<file path="src/rtl/ctl_pkg.sv">
`timescale 1ns / 1ps
package ctl_pkg;

   localparam logic [3:0] MODE_IDLE   = 4'd0;
   localparam logic [3:0] MODE_NAME   = 4'd1;
   localparam logic [3:0] MODE_ZERO   = 4'd2;
   localparam logic [3:0] MODE_DEC    = 4'd3;
   localparam logic [3:0] MODE_HEX    = 4'd4;
   localparam logic [3:0] MODE_STR_DQ = 4'd5;
   localparam logic [3:0] MODE_STR_SQ = 4'd6;
   localparam logic [3:0] MODE_OP1    = 4'd7;
   localparam logic [3:0] MODE_OPSH   = 4'd8;
   localparam logic [3:0] MODE_OPDONE = 4'd9;

   localparam logic [1:0] KIND_NAME = 2'd0;
   localparam logic [1:0] KIND_NUM  = 2'd1;
   localparam logic [1:0] KIND_STR  = 2'd2;
   localparam logic [1:0] KIND_OP   = 2'd3;

   localparam logic [7:0] CH_NUL   = 8'h00;
   localparam logic [7:0] CH_SPACE = 8'h20;
   localparam logic [7:0] CH_DQ    = 8'h22;
   localparam logic [7:0] CH_SQ    = 8'h27;
   localparam logic [7:0] CH_UNDER = 8'h5F;
   localparam logic [7:0] CH_DOLL  = 8'h24;
   localparam logic [7:0] CH_TILDE = 8'h7E;
   localparam logic [7:0] CH_LX    = 8'h78;
   localparam logic [7:0] CH_UX    = 8'h58;
   localparam logic [7:0] CH_EQ    = 8'h3D;
   localparam logic [7:0] CH_LT    = 8'h3C;
   localparam logic [7:0] CH_GT    = 8'h3E;
   localparam logic [7:0] CH_BANG  = 8'h21;
   localparam logic [7:0] CH_PLUS  = 8'h2B;
   localparam logic [7:0] CH_MINUS = 8'h2D;
   localparam logic [7:0] CH_STAR  = 8'h2A;
   localparam logic [7:0] CH_PCT   = 8'h25;
   localparam logic [7:0] CH_AMP   = 8'h26;
   localparam logic [7:0] CH_BAR   = 8'h7C;
   localparam logic [7:0] CH_CARET = 8'h5E;

   typedef struct packed {
      logic [3:0] mode;
      logic [7:0] hchar;
      logic       hvalid;
      logic       hfirst;
      logic [1:0] hkind;
   } lex_state_type;

   typedef struct packed {
      logic [7:0] ch;
      logic [1:0] kind;
      logic       first;
      logic       last;
      logic       empty;
   } token_type;

   localparam lex_state_type STATE_RESET = '{
      mode: MODE_IDLE, hchar: 8'h00, hvalid: 1'b0, hfirst: 1'b0, hkind: KIND_NAME};

   function automatic logic is_digit(input logic [7:0] c);
      return c inside {[8'h30:8'h39]};
   endfunction

   function automatic logic is_name_init(input logic [7:0] c);
      return c inside {[8'h41:8'h5A], [8'h61:8'h7A], CH_UNDER, CH_DOLL};
   endfunction

   function automatic logic is_name_char(input logic [7:0] c);
      return is_name_init(c) || is_digit(c);
   endfunction

   function automatic logic is_hex(input logic [7:0] c);
      return c inside {[8'h30:8'h39], [8'h41:8'h46], [8'h61:8'h66]};
   endfunction

   function automatic logic two_char_op(input logic [7:0] c0, input logic [7:0] c1);
      logic r;
      r = 1'b0;
      if (c1 == CH_EQ && (c0 inside {CH_LT, CH_GT, CH_EQ, CH_BANG, CH_PLUS, CH_MINUS,
                                     CH_STAR, CH_PCT, CH_AMP, CH_BAR, CH_CARET}))
         r = 1'b1;
      if (c0 == CH_MINUS && (c1 == CH_MINUS || c1 == CH_GT))
         r = 1'b1;
      if ((c0 == CH_PLUS || c0 == CH_AMP || c0 == CH_BAR) && c1 == c0)
         r = 1'b1;
      return r;
   endfunction

   // load a fresh token character into the hold register
   function automatic lex_state_type hold(input logic [7:0] c, input logic [1:0] kind,
                                          input logic [3:0] mode);
      lex_state_type s;
      s.mode   = mode;
      s.hchar  = c;
      s.hvalid = 1'b1;
      s.hfirst = 1'b1;
      s.hkind  = kind;
      return s;
   endfunction

   // state after c opens a new token, or is skipped as white space
   function automatic lex_state_type start_token(input lex_state_type st,
                                                 input logic [7:0] c);
      lex_state_type s;
      s = st;
      s.hvalid = 1'b0;
      s.hfirst = 1'b0;
      if (c <= CH_SPACE || c[7]) begin
         s.mode = MODE_IDLE;
      end else if (is_name_init(c)) begin
         s = hold(c, KIND_NAME, MODE_NAME);
      end else if (is_digit(c)) begin
         s = hold(c, KIND_NUM, (c == 8'h30) ? MODE_ZERO : MODE_DEC);
      end else if (c == CH_DQ) begin
         s.mode  = MODE_STR_DQ;
         s.hkind = KIND_STR;
      end else if (c == CH_SQ) begin
         s.mode  = MODE_STR_SQ;
         s.hkind = KIND_STR;
      end else if (c <= CH_TILDE) begin
         s = hold(c, KIND_OP, MODE_OP1);
      end else begin
         s = hold(c, KIND_OP, MODE_OPDONE);
      end
      return s;
   endfunction

endpackage

</file>
<file path="src/rtl/c_token_lexer.sv">
`timescale 1ns / 1ps
// c_token_lexer: splits one line of c-like text into token characters
// req channel: one line byte per word in req_tdata, a zero byte ends the line
// and flushes whatever token is open
// rsp channel: one token character per word; rsp_tlast closes a token,
// rsp_tuser carries kind, first mark and empty-string mark
// one input byte gives zero or one output word; the newest token character
// is held back until the next byte shows whether it closes its token
// a byte is registered in the input register on accept and stepped through the
// lexer once the output slot is free or leaving; the word it releases is
// registered in the output register, which drives rsp_tvalid
// throughput: one byte per cycle while rsp_tready is high, set by the combinational
// lexer step between the input register and the output register
// when rsp_tready is low the output word holds; one more byte can sit in the
// input register, then req_tready drops until the output drains
// reset clears both valid flags and returns the lexer to idle between tokens
module c_token_lexer (
   input  logic       clock,
   input  logic       reset,
   input  logic       req_tvalid,
   output logic       req_tready,
   input  logic [7:0] req_tdata,   // [7:0] in_char
   output logic       rsp_tvalid,
   input  logic       rsp_tready,
   output logic [7:0] rsp_tdata,   // [7:0] out_char
   output logic       rsp_tlast,   // token_last
   output logic [3:0] rsp_tuser    // [1:0] token_kind, [2] token_first, [3] token_empty
);

   logic                   in_valid_ff, in_valid_in;
   logic [7:0]             in_char_ff, in_char_in;
   ctl_pkg::lex_state_type state_ff, state_in;
   logic                   out_valid_ff, out_valid_in;
   ctl_pkg::token_type     out_ff, out_in;
   ctl_pkg::lex_state_type step_state;
   ctl_pkg::token_type     step_result;
   logic                   step_emit;
   logic                   consume;
   logic                   req_take;

   ctl_step u_step (
      .cur_state (state_ff),
      .char_in   (in_char_ff),
      .nxt_state (step_state),
      .emit      (step_emit),
      .result    (step_result)
   );

   // the registered byte moves on whenever the output slot is free or leaving
   assign consume    = in_valid_ff && (!out_valid_ff || rsp_tready);
   assign req_tready = !in_valid_ff || consume;
   assign req_take   = req_tvalid && req_tready;

   always_comb begin
      in_valid_in  = req_take ? 1'b1 : (consume ? 1'b0 : in_valid_ff);
      in_char_in   = req_take ? req_tdata : in_char_ff;
      state_in     = consume ? step_state : state_ff;
      out_valid_in = consume ? step_emit : (rsp_tready ? 1'b0 : out_valid_ff);
      out_in       = (consume && step_emit) ? step_result : out_ff;
   end

   always_ff @(posedge clock) begin
      if (reset) begin
         in_valid_ff  <= 1'b0;
         out_valid_ff <= 1'b0;
         state_ff     <= ctl_pkg::STATE_RESET;
      end else begin
         in_valid_ff  <= in_valid_in;
         out_valid_ff <= out_valid_in;
         state_ff     <= state_in;
      end
   end

   always_ff @(posedge clock) begin
      in_char_ff <= in_char_in;
      out_ff     <= out_in;
   end

   assign rsp_tvalid = out_valid_ff;
   assign rsp_tdata  = out_ff.ch;
   assign rsp_tlast  = out_ff.last;
   assign rsp_tuser  = {out_ff.empty, out_ff.first, out_ff.kind};

endmodule

</file>
<file path="src/rtl/ctl_step.sv">
`timescale 1ns / 1ps
module ctl_step (
   input  ctl_pkg::lex_state_type cur_state,
   input  logic [7:0]             char_in,
   output ctl_pkg::lex_state_type nxt_state,
   output logic                   emit,
   output ctl_pkg::token_type     result
);

   logic extend_en;
   logic finish_en;
   logic [3:0] ext_mode;

   // decide for this character whether the held one is emitted and how
   always_comb begin
      extend_en = 1'b0;
      finish_en = 1'b0;
      ext_mode  = cur_state.mode;
      nxt_state = cur_state;
      emit      = 1'b0;
      result    = '{ch: cur_state.hchar, kind: cur_state.hkind, first: cur_state.hfirst,
                    last: 1'b0, empty: 1'b0};

      if (char_in == ctl_pkg::CH_NUL) begin
         if (cur_state.hvalid) begin
            emit        = 1'b1;
            result.last = 1'b1;
         end else if (cur_state.mode == ctl_pkg::MODE_STR_DQ ||
                      cur_state.mode == ctl_pkg::MODE_STR_SQ) begin
            emit   = 1'b1;
            result = '{ch: 8'h00, kind: ctl_pkg::KIND_STR, first: 1'b1, last: 1'b1,
                       empty: 1'b1};
         end
         nxt_state = ctl_pkg::STATE_RESET;
      end else begin
         case (cur_state.mode)
            ctl_pkg::MODE_NAME: begin
               if (ctl_pkg::is_name_char(char_in)) begin
                  extend_en = 1'b1;
                  ext_mode  = ctl_pkg::MODE_NAME;
               end else begin
                  finish_en = 1'b1;
               end
            end
            ctl_pkg::MODE_ZERO: begin
               if (char_in == ctl_pkg::CH_LX || char_in == ctl_pkg::CH_UX) begin
                  extend_en = 1'b1;
                  ext_mode  = ctl_pkg::MODE_HEX;
               end else if (ctl_pkg::is_digit(char_in)) begin
                  extend_en = 1'b1;
                  ext_mode  = ctl_pkg::MODE_DEC;
               end else if (char_in == ctl_pkg::CH_UNDER) begin
                  nxt_state.mode = ctl_pkg::MODE_DEC;
               end else begin
                  finish_en = 1'b1;
               end
            end
            ctl_pkg::MODE_DEC: begin
               if (ctl_pkg::is_digit(char_in)) begin
                  extend_en = 1'b1;
                  ext_mode  = ctl_pkg::MODE_DEC;
               end else if (char_in != ctl_pkg::CH_UNDER) begin
                  finish_en = 1'b1;
               end
            end
            ctl_pkg::MODE_HEX: begin
               if (ctl_pkg::is_hex(char_in)) begin
                  extend_en = 1'b1;
                  ext_mode  = ctl_pkg::MODE_HEX;
               end else if (char_in != ctl_pkg::CH_UNDER) begin
                  finish_en = 1'b1;
               end
            end
            ctl_pkg::MODE_STR_DQ, ctl_pkg::MODE_STR_SQ: begin
               if ((cur_state.mode == ctl_pkg::MODE_STR_DQ && char_in == ctl_pkg::CH_DQ) ||
                   (cur_state.mode == ctl_pkg::MODE_STR_SQ && char_in == ctl_pkg::CH_SQ)) begin
                  emit = 1'b1;
                  if (cur_state.hvalid) begin
                     result = '{ch: cur_state.hchar, kind: ctl_pkg::KIND_STR,
                                first: cur_state.hfirst, last: 1'b1, empty: 1'b0};
                  end else begin
                     result = '{ch: 8'h00, kind: ctl_pkg::KIND_STR, first: 1'b1,
                                last: 1'b1, empty: 1'b1};
                  end
                  nxt_state = ctl_pkg::STATE_RESET;
               end else if (cur_state.hvalid) begin
                  extend_en = 1'b1;
                  ext_mode  = cur_state.mode;
               end else begin
                  nxt_state = ctl_pkg::hold(char_in, ctl_pkg::KIND_STR, cur_state.mode);
               end
            end
            ctl_pkg::MODE_OP1: begin
               if ((cur_state.hchar == ctl_pkg::CH_LT || cur_state.hchar == ctl_pkg::CH_GT) &&
                   char_in == cur_state.hchar) begin
                  extend_en = 1'b1;
                  ext_mode  = ctl_pkg::MODE_OPSH;
               end else if (ctl_pkg::two_char_op(cur_state.hchar, char_in)) begin
                  extend_en = 1'b1;
                  ext_mode  = ctl_pkg::MODE_OPDONE;
               end else begin
                  finish_en = 1'b1;
               end
            end
            ctl_pkg::MODE_OPSH: begin
               if (char_in == ctl_pkg::CH_EQ) begin
                  extend_en = 1'b1;
                  ext_mode  = ctl_pkg::MODE_OPDONE;
               end else begin
                  finish_en = 1'b1;
               end
            end
            ctl_pkg::MODE_OPDONE: begin
               finish_en = 1'b1;
            end
            default: begin
               nxt_state = ctl_pkg::start_token(cur_state, char_in);
            end
         endcase

         if (extend_en) begin
            emit             = 1'b1;
            nxt_state.hchar  = char_in;
            nxt_state.hfirst = 1'b0;
            nxt_state.mode   = ext_mode;
         end
         if (finish_en) begin
            emit        = 1'b1;
            result.last = 1'b1;
            nxt_state   = ctl_pkg::start_token(cur_state, char_in);
         end
      end
   end

endmodule

</file>
<file path="config.mk">
export PLATFORM = sky130hd
export DESIGN_NAME = c_token_lexer
export DESIGN_NICKNAME = d
export VERILOG_FILES = /design/src/rtl/ctl_pkg.sv /design/src/rtl/c_token_lexer.sv /design/src/rtl/ctl_step.sv
export SDC_FILE = /design/constraint.sdc
export NUM_CORES = 1
export LEC_CHECK = 0
export BUFFER_PORTS_ARGS = -buffer_cell sky130_fd_sc_hd__buf_4
export CORE_UTILIZATION = 35
export DETAILED_ROUTE_END_ITERATION = 6
export SLEW_MARGIN = 20
export SYNTH_ARGS = -nofsm -noshare
export SYNTH_HDL_FRONTEND = slang
export SYNTH_HIERARCHICAL = 1
export SYNTH_SLANG_ARGS = --single-unit
</file>
<file path="constraint.sdc">
create_clock -name clock -period 3.55 [get_ports clock]
set_input_delay 0.1775 -clock clock [delete_from_list [all_inputs] [get_ports clock]]
set_output_delay 0.1775 -clock clock [all_outputs]
set_load 0.005 [all_outputs]
</file>
# Word-level counts from Yosys, hierarchy flattened
# Index checks and enable logic that the tools add are counted.
[totals] ff_bits=39 in_bits=12 output_inout_bits=15 word_cells=189
[classes] magnitude_cmp=10 eq_ne=46 muxes=80 n_reduce_logical=40
[op_table] cell="equality test 8 x 6 -> 1 bit, second input constant" count=16
[op_table] cell="two-way mux 16 bit" count=6
[op_table] cell="two-way mux 13 bit" count=5
[op_table] cell="two-way mux 4 bit" count=13
[op_table] cell="two-way mux 1 bit" count=43
[op_table] cell="equality test 8 x 7 -> 1 bit, second input constant" count=5
[op_table] cell="less-or-equal comparator 8 x 7 -> 1 bit, second input constant" count=5
[op_table] cell="two-way mux 12 bit" count=3
[op_table] cell="one-hot mux 12 bit (2 select lines)" count=1
[op_table] cell="one-hot mux 4 bit (6 select lines)" count=1
[op_table] cell="two-way mux 10 bit" count=2
[op_table] cell="equality test 4 x 3 -> 1 bit, second input constant" count=4
[op_table] cell="greater-or-equal comparator 8 x 7 -> 1 bit, second input constant" count=2
[op_table] cell="less-or-equal comparator 8 x 6 -> 1 bit, second input constant" count=2
[op_table] cell="inequality test 5 x 3 -> 1 bit, second input constant" count=3
[op_table] cell="logical AND 1 bit" count=14
[op_table] cell="one-hot mux 1 bit (7 select lines)" count=2
[op_table] cell="one-hot mux 4 bit (3 select lines)" count=1
[op_table] cell="logical OR 1 bit" count=11
[op_table] cell="two-way mux 11 bit" count=1
[op_table] cell="AND reduction 11 bit" count=1
[op_table] cell="nonzero test 11 bit" count=1
[op_table] cell="inequality test 5 x 1 -> 1 bit, second input constant" count=2
[op_table] cell="inequality test 5 x 4 -> 1 bit, second input constant" count=2
[op_table] cell="other kinds (23)" count=30

# Longest topological paths before layout
# Gate-level depths: netlist of run 1.
[logic_depth] ltp_word=17 mapped_depth=14 ltp_nobuf=10

# By module
# Netlist of run 1, hierarchy kept.
[modules_own_cells] module="ctl_step" instances=1 cells_each=287 area_per_inst_um2=1744.2 seq_area_each_um2=0.0
[modules_own_cells] module="c_token_lexer" instances=1 cells_each=102 area_per_inst_um2=1451.4 seq_area_each_um2=991.0

# Worst setup path after synthesis of run 1
# No wires, ideal clock.
[synth_timing] path_kind="flip-flop to flip-flop" startpoint="reg in_char_ff[2]" endpoint="reg out_ff, in the netlist rsp_tdata[0] (enable)" setup_time_ns=0.382 arrival_ns=2.873 required_ns=3.168 setup_slack_ns=0.295 stages_incl_launch_ff=11 period_less_slack_ns=3.255 cell_sequence="edfxtp_1 or2_2 or4_1 o32a_1 nor2_1 a311oi_1 nand3_1 clkbuf_1 a21o_1 nand2_1 nor2_1"
[synth_between] elab_chain_cells=16 elab_cells_between_ends=71 classes_between="order compare (8); eq/ne (11); mux (33); reduce/logical (19)"
[synth_rtl] element="from (decl)" line_no="c_token_lexer.sv:31" rtl="logic [7:0] in_char_ff, in_char_in;"
[synth_rtl] element="from (signal assigned)" line_no="c_token_lexer.sv:75" rtl="in_char_ff <= in_char_in;"
[synth_rtl] element="equality test 8 x 6 -> 1 bit, on equally long branches" line_no="ctl_pkg.sv:79, ctl_step.sv:106, ctl_pkg.sv:82"
[synth_rtl] element="logical AND 1 bit / logical OR 1 bit (equally long branches)" line_no="ctl_pkg.sv:79, ctl_pkg.sv:82"
[synth_rtl] element="two-way mux 1 bit / logical AND 1 bit (equally long branches)" line_no="ctl_pkg.sv:79, ctl_pkg.sv:82"
[synth_rtl] element="two-way mux 1 bit" line_no="ctl_pkg.sv:82" rtl="if (c0 == CH_MINUS && (c1 == CH_MINUS || c1 == CH_GT))"
[synth_rtl] element="two-way mux 1 bit" line_no="ctl_pkg.sv:84" rtl="if ((c0 == CH_PLUS || c0 == CH_AMP || c0 == CH_BAR) && c1 == c0)"
[synth_rtl] element="two-way mux 1 bit" line_no="ctl_step.sv:94" rtl="if ((cur_state.hchar == ctl_pkg::CH_LT || cur_state.hchar == ctl_pkg::CH_GT) &&"
[synth_rtl] element="two-way mux 1 bit" line_no="ctl_step.sv:36" rtl="case (cur_state.mode)"
[synth_rtl] element="two-way mux 1 bit" line_no="ctl_step.sv:24" rtl="if (char_in == ctl_pkg::CH_NUL) begin"
[synth_rtl] element="two-way mux 1 bit" line_no="ctl_step.sv:98" rtl="end else if (ctl_pkg::two_char_op(cur_state.hchar, char_in)) begin"
[synth_rtl] element="two-way mux 1 bit" line_no="ctl_step.sv:94"
[synth_rtl] element="one-hot mux 1 bit (7 select lines)" line_no="ctl_step.sv:36"
[synth_rtl] element="two-way mux 1 bit" line_no="ctl_step.sv:24"
[synth_rtl] element="two-way mux 1 bit" line_no="ctl_step.sv:121" rtl="if (extend_en) begin"
[synth_rtl] element="two-way mux 1 bit" line_no="ctl_step.sv:127" rtl="if (finish_en) begin"
[synth_rtl] element="two-way mux 1 bit (*)" line_no="ctl_step.sv:24"
[synth_rtl] element="via step_emit" line_no="c_token_lexer.sv:37" rtl="logic step_emit;"
[synth_rtl] element="logical AND 1 bit (*)" line_no="c_token_lexer.sv:59" rtl="out_in = (consume && step_emit) ? step_result : out_ff;"
[synth_rtl] element="to (signal assigned)" line_no="c_token_lexer.sv:76" rtl="out_ff <= out_in;"
[synth_rtl] element="to (decl)" line_no="c_token_lexer.sv:34" rtl="ctl_pkg::token_type out_ff, out_in;"
# Mark *: on every way through the listed nets, which the timed path passes. The rest lies on a longest branch. The select of a mux whose other input is x is not followed.
# A chain may end at the register's enable or synchronous reset.

==> results of run 1 <==
[where the power goes]
group	switching (mW)	internal, mW	total, mW
Sequential	0.0357	0.502	0.538
Clock	0.181	0.137	0.318
Combinational	0.220	0.172	0.392
Total	0.437	0.811	1.25
[cell type report]
class / count / area share
clock buffer: 5 / 0.0187
tap: 108 / 0.0367
sequential: 39 / 0.269
clock inverter: 3 / 0.00544
multi-input combinational: 306 / 0.548
timing repair buffer: 54 / 0.110
inverter: 11 / 0.0112
[critical path, stage by stage, from the launching register on]
cell	delay, ps
edfxtp_1	440
buf_4	210
or2_2	320
or4_1	590
a32oi_1	200
o41ai_1	90
a31oi_1	280
nand2_1	190
or4_1	540
a31oi_1	180
nand2b_1	70
mux2i_1	130
[worst max path at each step]
stage,start,to,slack [ps],cells after the start
floorplan,in_char_ff[2],rsp_tdata[0],290,10
global placement,in_char_ff[2],state_ff[15],200,11
detailed placement,in_char_ff[2],state_ff[8],230,11
CTS,in_char_ff[2],state_ff[8],210,11
global route,in_char_ff[2],state_ff[14],80,11
finish,in_char_ff[2],state_ff[14],260,11
[Yosys cell counts (2+ instances only)]
cell type,n
a21oi_1,20
nand4b_1,4
and3b_1,2
or2_2,3
a32o_1,4
a32oi_1,3
o21a_1,3
inv_1,11
a41oi_1,2
and3_1,4
mux2i_1,18
o221ai_1,2
a221oi_1,2
a21boi_0,2
nor4_1,5
a21o_1,4
o22ai_1,6
nor3_1,12
nor4b_1,2
nand3_1,16
or4_1,4
nand2_1,22
clkbuf_1,26
xor2_1,9
nand3b_1,3
edfxtp_1,21
and2_1,11
o32a_1,2
o22a_1,4
buf_2,4
a31oi_1,10
o2111ai_1,3
a22oi_1,3
nor2b_1,3
and4b_1,2
o21ai_0,15
nand4_1,3
o31a_1,3
dfxtp_1,18
o211ai_1,7
nand2b_1,37
nor2_1,28
a211oi_1,2
[repair_timing]
action	CTS	global route
setup buffers	0	1
endpoints found under the setup margin	0	5
gates resized for setup	0	1
[metal layers]
| layer | up-vias | part of all wire | global-route usage | routed length (microns) |
|---|---|---|---|---|
| li1 | 1510 | - | - | - |
| met1 | 1536 | 0.43 | 0.266 | 4150 |
| met2 | 159 | 0.47 | 0.324 | 4550 |
| met3 | 18 | 0.068 | 0.0252 | 651 |
| met4 | 0 | 0.027 | 0.0939 | 261 |
| met5 | - | 0 | 0 | 0 |
[flip-flops by register name, indices dropped and copies added, names as in the netlist]
signal,cells
rsp_tdata,8
in_valid_ff,1
rsp_tlast,1
rsp_tvalid,1
state_ff,16
in_char_ff,8
rsp_tuser,4
[cell families after synthesis]
family / synth area share
multiplexers: 0.0564
XOR/XNOR: 0.0274
flip-flops: 0.310
AO/OA/AOI/OAI: 0.243
buffers and inverters: 0.0607
AND/OR/NAND/NOR: 0.303
==> out/metrics.csv, run 1 <==
stage,metric,value,unit
status,status,finished clean,
flow_run,drv_cap,0,
global_route,first_global_vias,2901,
synth,synthCells,389,
floorplan,die_x,97.6,microns
synth,synth-seq-area-share,0.310,
hold_path,hold_path_class,primary input to flip-flop,
cells_and_area,final_area,0.00368,sq mm
floorplan,design.portCount,27,
floorplan,row_count,34,
place,pre_cts_ws,228,ps
synth,synth_top_area_cell,edfxtp_1,
cells_and_area,syn2layout_area_growth,15.1,%
clocking,h-tree-depth,2,
timing,rsz0062_at_grt,no,
synth,ys_top_cells_by_area,"edfxtp_1 20%, dfxtp_1 11%, nand2b_1 7.2%, mux2i_1 5.6%, nor2_1 3.3%",
global_route,grt_use_total,0.201,
clocking,clkTransAtPathRegs,90,ps
cells_and_area,fill_cells,889,
critical_path,cp-end-kind,flip-flop,
timing,drv_slew,0,
timing,fin_tns_setup,0,ps
critical_path,r2r-start,in_char_ff[2],
cells_and_area,seqCellArea,991,sq um
synth,yosys.area.top_type_share,0.197,
synth,syn-num-nets,401,
hold_path,hold_path_depth,1,
place,portBuffers,26,
power_and_ir_drop,p_total,1.25,mW
critical_path,critical_path.max_fanout,12,
critical_path,ff2ff_path_depth,11,
clocking,clockBufferDepth,2,
power_and_ir_drop,p_per_area,339,mW/mm^2
critical_path,crit_required,3780,ps
hold_path,min_from,req_tdata[1],
hold_path,hold_end,in_char_ff[1],
synth,synth_cell_types,67,
timing,period_needed,3290,ps
critical_path,r2r-end,state_ff[14],
place,placed_cells,517,
clocking,clock-sinks,39,
global_route,grt_max_degree,35,
critical_path,r2r_setup_slack,260,ps
timing,fmax,304,MHz
synth,ys.warnings.count,6,
timing,worst_slack,261,ps
synth,synth-async-reset-ratio,0,
timing,finalHoldViolations,0,
timing,hold_slack,51.9,ps
global_route,antenna_found_initial,0,
route,wl_per_cell,18.3,microns
synth,syn_area,0.00320,sq mm
timing,tightest_slew,653,ps
cells_and_area,post-route-util,0.420,
floorplan,start_util,0.365,
critical_path,worstPathArrival,3520,ps
synth,ys.flop_type,edfxtp_1,
cells_and_area,n_antenna_cell,0,
global_route,overflow,0,
cells_and_area,layout_commonest_cell,buf_4,
global_route,grt_pass1_wl,15.3,mm
cells_and_area,fin_cells,526,
synth,synth-edff-count,21,
clocking,cts-root-buf,clkbuf_8,
timing,finalCritPeriodShare,0.926,
route,routed_wl,9.61,mm
place,dp_hpwl,7.05,mm
cells_and_area,drive_above_1_share,0.177,
route,first_iter_violations,321,
clocking,clock_latency,300,ps
place,gp_congestion,0.962,
route,route.detailed.drc,0,
synth,postSynthAreaPerCell,8.21,sq um
route,firstDrtPassIters,5,
clocking,cts_tree,done,
cells_and_area,layout_common_cells,"54 x buf_4, 37 x nand2b_1, 28 x nor2_1",
critical_path,startpoint_type,flip-flop,
clocking,cts_hold_buffers,0,
critical_path,crit_type,flip-flop to flip-flop,
floorplan,coreArea,0.00876,sq mm
timing,setup_violations,0,
place,place_area,0.00358,sq mm
floorplan,fp.dieArea,0.00952,sq mm
cells_and_area,nets,429,
route,vias,3223,
power_and_ir_drop,vdd_drop_max,152,uV
cells_and_area,multi_input_area,0.00202,sq mm
route,via_per_inst,6.13,
clocking,cts_buffers,5,
timing,worst_clock_skew,13.5,ps
route,ant_nets,0,
synth,ys_ff_latch,39,
floorplan,die_h,97.6,microns
timing,slew-limit-headroom,0.564,
power_and_ir_drop,power_leakage,1.37,nW
(Power assumes the default switching activity.)
==> run 2: changes to the inputs <==
- ABC_AREA: unset -> 1
==> run 2 against run 1 <==
Global-route usage grew 1.2 points; clock power increased by 22%; synthesized area is 15% higher; non-clock buffer count is 21 lower; cell count grew 46%; routed wire length increased by 18%; maximum frequency grew 10%; sequential power grew 5.0%; design area increased by 9.4%; critical path depth up 4; synthesized cell count grew 58%; critical endpoint is now rsp_tdata[5].
==> out/metrics.csv, run 2 <==
stage,metric,value,unit,change
status,status,finished clean,,unchanged
clocking,cts_tree,done,,unchanged
route,route.detailed.drc,0,,unchanged
synth,ys.flop_type,edfxtp_1,,unchanged
route,wl_per_cell,14.8,microns,was 18.3 microns
critical_path,critical_path.max_fanout,23,,was 12
synth,postSynthAreaPerCell,5.99,sq um,was 8.21 sq um
clocking,clock_latency,300,ps,about the same
synth,synthCells,615,,was 389
floorplan,die_h,105,microns,was 97.6 microns
timing,hold_slack,35.1,ps,was 51.9 ps
clocking,clock-sinks,39,,unchanged
timing,finalCritPeriodShare,0.841,,was 0.926
critical_path,cp-end-kind,flip-flop,,unchanged
floorplan,design.portCount,27,,unchanged
power_and_ir_drop,power_leakage,1.97,nW,was 1.37 nW
synth,yosys.area.top_type_share,0.183,,was 0.197
cells_and_area,largest_register,state_ff,,unchanged
global_route,overflow,0,,unchanged
synth,synth-async-reset-ratio,0,,unchanged
flow_run,drv_cap,0,,unchanged
clocking,cts_resized,0,,unchanged
cells_and_area,nets,644,,was 429
critical_path,critPathBufInv,3,,was 1
cells_and_area,layout_common_cells,"180 x nand2_1, 107 x nor2_1, 64 x inv_1",,"was 54 x buf_4, 37 x nand2b_1, 28 x nor2_1"
timing,setup_violations,0,,unchanged
cells_and_area,syn2layout_area_growth,9.16,%,was 15.1%
critical_path,worstPathCellList,inv_1 > nor2_2 > nand2_1 > nor2_1 > a21oi_1 > nand3_2 > nor2_4 > nor2_2 > nor2_4 > nand2_4 > nand2_1 > o21ai_0 > inv_1 > nor2_1 > buf_4,,was buf_4 > or2_2 > or4_1 > a32oi_1 > o41ai_1 > a31oi_1 > nand2_1 > or4_1 > a31oi_1 > nand2b_1 > mux2i_1
cells_and_area,layout_commonest_cell,nand2_1,,was buf_4
clocking,cts-root-buf,clkbuf_8,,unchanged
floorplan,row_count,37,,was 34
place,portBuffers,26,,unchanged
timing,worst_clock_skew,15.8,ps,was 13.5 ps
route,firstDrtPassIters,6,,was 5
synth,ys_top_cells_by_area,"nand2_1 18%, edfxtp_1 17%, nor2_1 11%, dfxtp_1 9.8%, inv_1 6.5%",,"was edfxtp_1 20%, dfxtp_1 11%, nand2b_1 7.2%, mux2i_1 5.6%, nor2_1 3.3%"
clocking,h-tree-depth,2,,unchanged
critical_path,cpPeakStageDelay,640,ps,was 590 ps
global_route,grt_pass1_wl,18.7,mm,was 15.3 mm
critical_path,startpoint_type,flip-flop,,unchanged
critical_path,cp_top_family,simple AND/OR/NAND/NOR gates,,unchanged
global_route,grt_use_total,0.213,,was 0.201
route,vias,4046,,was 3223
place,dp_hpwl,8.55,mm,was 7.05 mm
cells_and_area,fill_cells,1141,,was 889
power_and_ir_drop,vdd_drop_max,217,uV,was 152 uV
clocking,cts_hold_buffers,0,,unchanged
floorplan,coreArea,0.0103,sq mm,was 0.00876 sq mm
cells_and_area,n_antenna_cell,0,,unchanged
route,first_iter_violations,260,,was 321
floorplan,start_util,0.359,,was 0.365
clocking,clockBufferDepth,2,,unchanged
timing,worst_slack,564,ps,was 261 ps
timing,period_needed,2990,ps,was 3290 ps
timing,rsz0062_at_grt,no,,unchanged
timing,drv_slew,0,,unchanged
global_route,first_global_vias,3764,,was 2901
cells_and_area,drive_above_1_share,0.147,,was 0.177
timing,slew-limit-headroom,0.535,,was 0.564
synth,ys_ff_latch,39,,unchanged
timing,fmax,335,MHz,was 304 MHz
place,gp_congestion,0.974,,was 0.962
route,via_per_inst,5.26,,was 6.13
critical_path,crit_type,flip-flop to flip-flop,,unchanged
clocking,post_cts_buffers,0,,unchanged
timing,fin_tns_setup,0,ps,unchanged
clocking,cts_buffers,5,,unchanged
clocking,clkTransAtPathRegs,90,ps,about the same
synth,yosysMostFrequentCell,nand2_1,,was nand2b_1
critical_path,worstPathArrival,3010,ps,was 3520 ps
synth,synth_cell_types,37,,was 67
synth,ys.warnings.count,6,,unchanged
critical_path,crit_required,3570,ps,was 3780 ps
timing,finalHoldViolations,0,,unchanged
synth,yosys-top-cells-count,"180 x nand2_1, 107 x nor2_1, 64 x inv_1",,"was 37 x nand2b_1, 28 x nor2_1, 26 x clkbuf_1"
timing,tightest_slew,691,ps,was 653 ps
critical_path,worst_path_max_delay_cell,edfxtp_1,,was or4_1
cells_and_area,largest_register_ffs,16,,unchanged
synth,synth_top_area_cell,nand2_1,,was edfxtp_1
synth,syn_area,0.00369,sq mm,was 0.00320 sq mm
hold_path,hold_path_class,primary input to flip-flop,,unchanged
synth,synth-edff-count,21,,unchanged
route,ant_nets,0,,unchanged
global_route,grt_max_degree,36,,was 35
synth,syn-num-nets,627,,was 401
cells_and_area,post-route-util,0.392,,was 0.420
power_and_ir_drop,p_per_area,402,mW/mm^2,was 339 mW/mm^2
global_route,antenna_found_initial,0,,unchanged
floorplan,fp.dieArea,0.0109,sq mm,was 0.00952 sq mm
place,pre_cts_ws,552,ps,was 228 ps
route,routed_wl,11.3,mm,was 9.61 mm
synth,synth-seq-area-share,0.269,,was 0.310
floorplan,die_x,105,microns,was 97.6 microns
[run 2: changes by cell type in the layout (fill, tap and decap cells not counted), sizes merged, moves of 20 or more]
cell,delta
nand2,+171
nor2,+96
inv,+65
nand2b,-37
nand3,+36
buf,-21
o21ai,+20
[run 2: layout make-up]
class,instances,area (sq um),area share
well taps,136,170,0.0423
repair buffers,33,248,0.0616
clock inverters,3,46.3,0.0115
inverters,79,299,0.0743
multi-input cells,474,2200,0.547
clock buffers,5,68.8,0.0171
flip-flops and latches,39,991,0.246
[run 2: power breakdown]
part           switching, mW  total [mW]  internal (mW)
Sequential            0.0499       0.565          0.515
Clock                  0.177       0.389          0.212
Combinational          0.428       0.664          0.236
Total                  0.655        1.62          0.962
[run 2: worst paths after layout]
kind	startpoint	to	slack, ps	cells past startpoint
max	in_char_ff[5]	rsp_tdata[5]	560	15
min reg2reg	state_ff[1]	state_ff[1]	500	2
min	reset	in_valid_ff	40	2
max reg2reg	in_char_ff[5]	rsp_tdata[5]	560	15
[run 2: kinds of logic after synthesis]
family,count (synthesis),synth area share
flip-flops,39,0.269
AO/OA/AOI/OAI,77,0.116
XOR/XNOR,5,0.0119
AND/OR/NAND/NOR,392,0.469
buffers and inverters,102,0.134
[run 2: metrics by stage]
stage	cell area (sq um)	cells	total power [mW]
finish	4020	769	1.62
floorplan	3690	615	1.07
global route	4020	769	1.74
global placement	3910	761	1.22
detailed placement	3910	761	1.22
CTS	4020	769	1.62
[run 2: routing by layer]
metal	wire (microns)	up-vias	GRT usage
met3	710	38	0.0318
li1	-	1985	-
met2	5180	171	0.351
met5	0	-	0
met4	443	0	0.105
met1	5020	1852	0.270
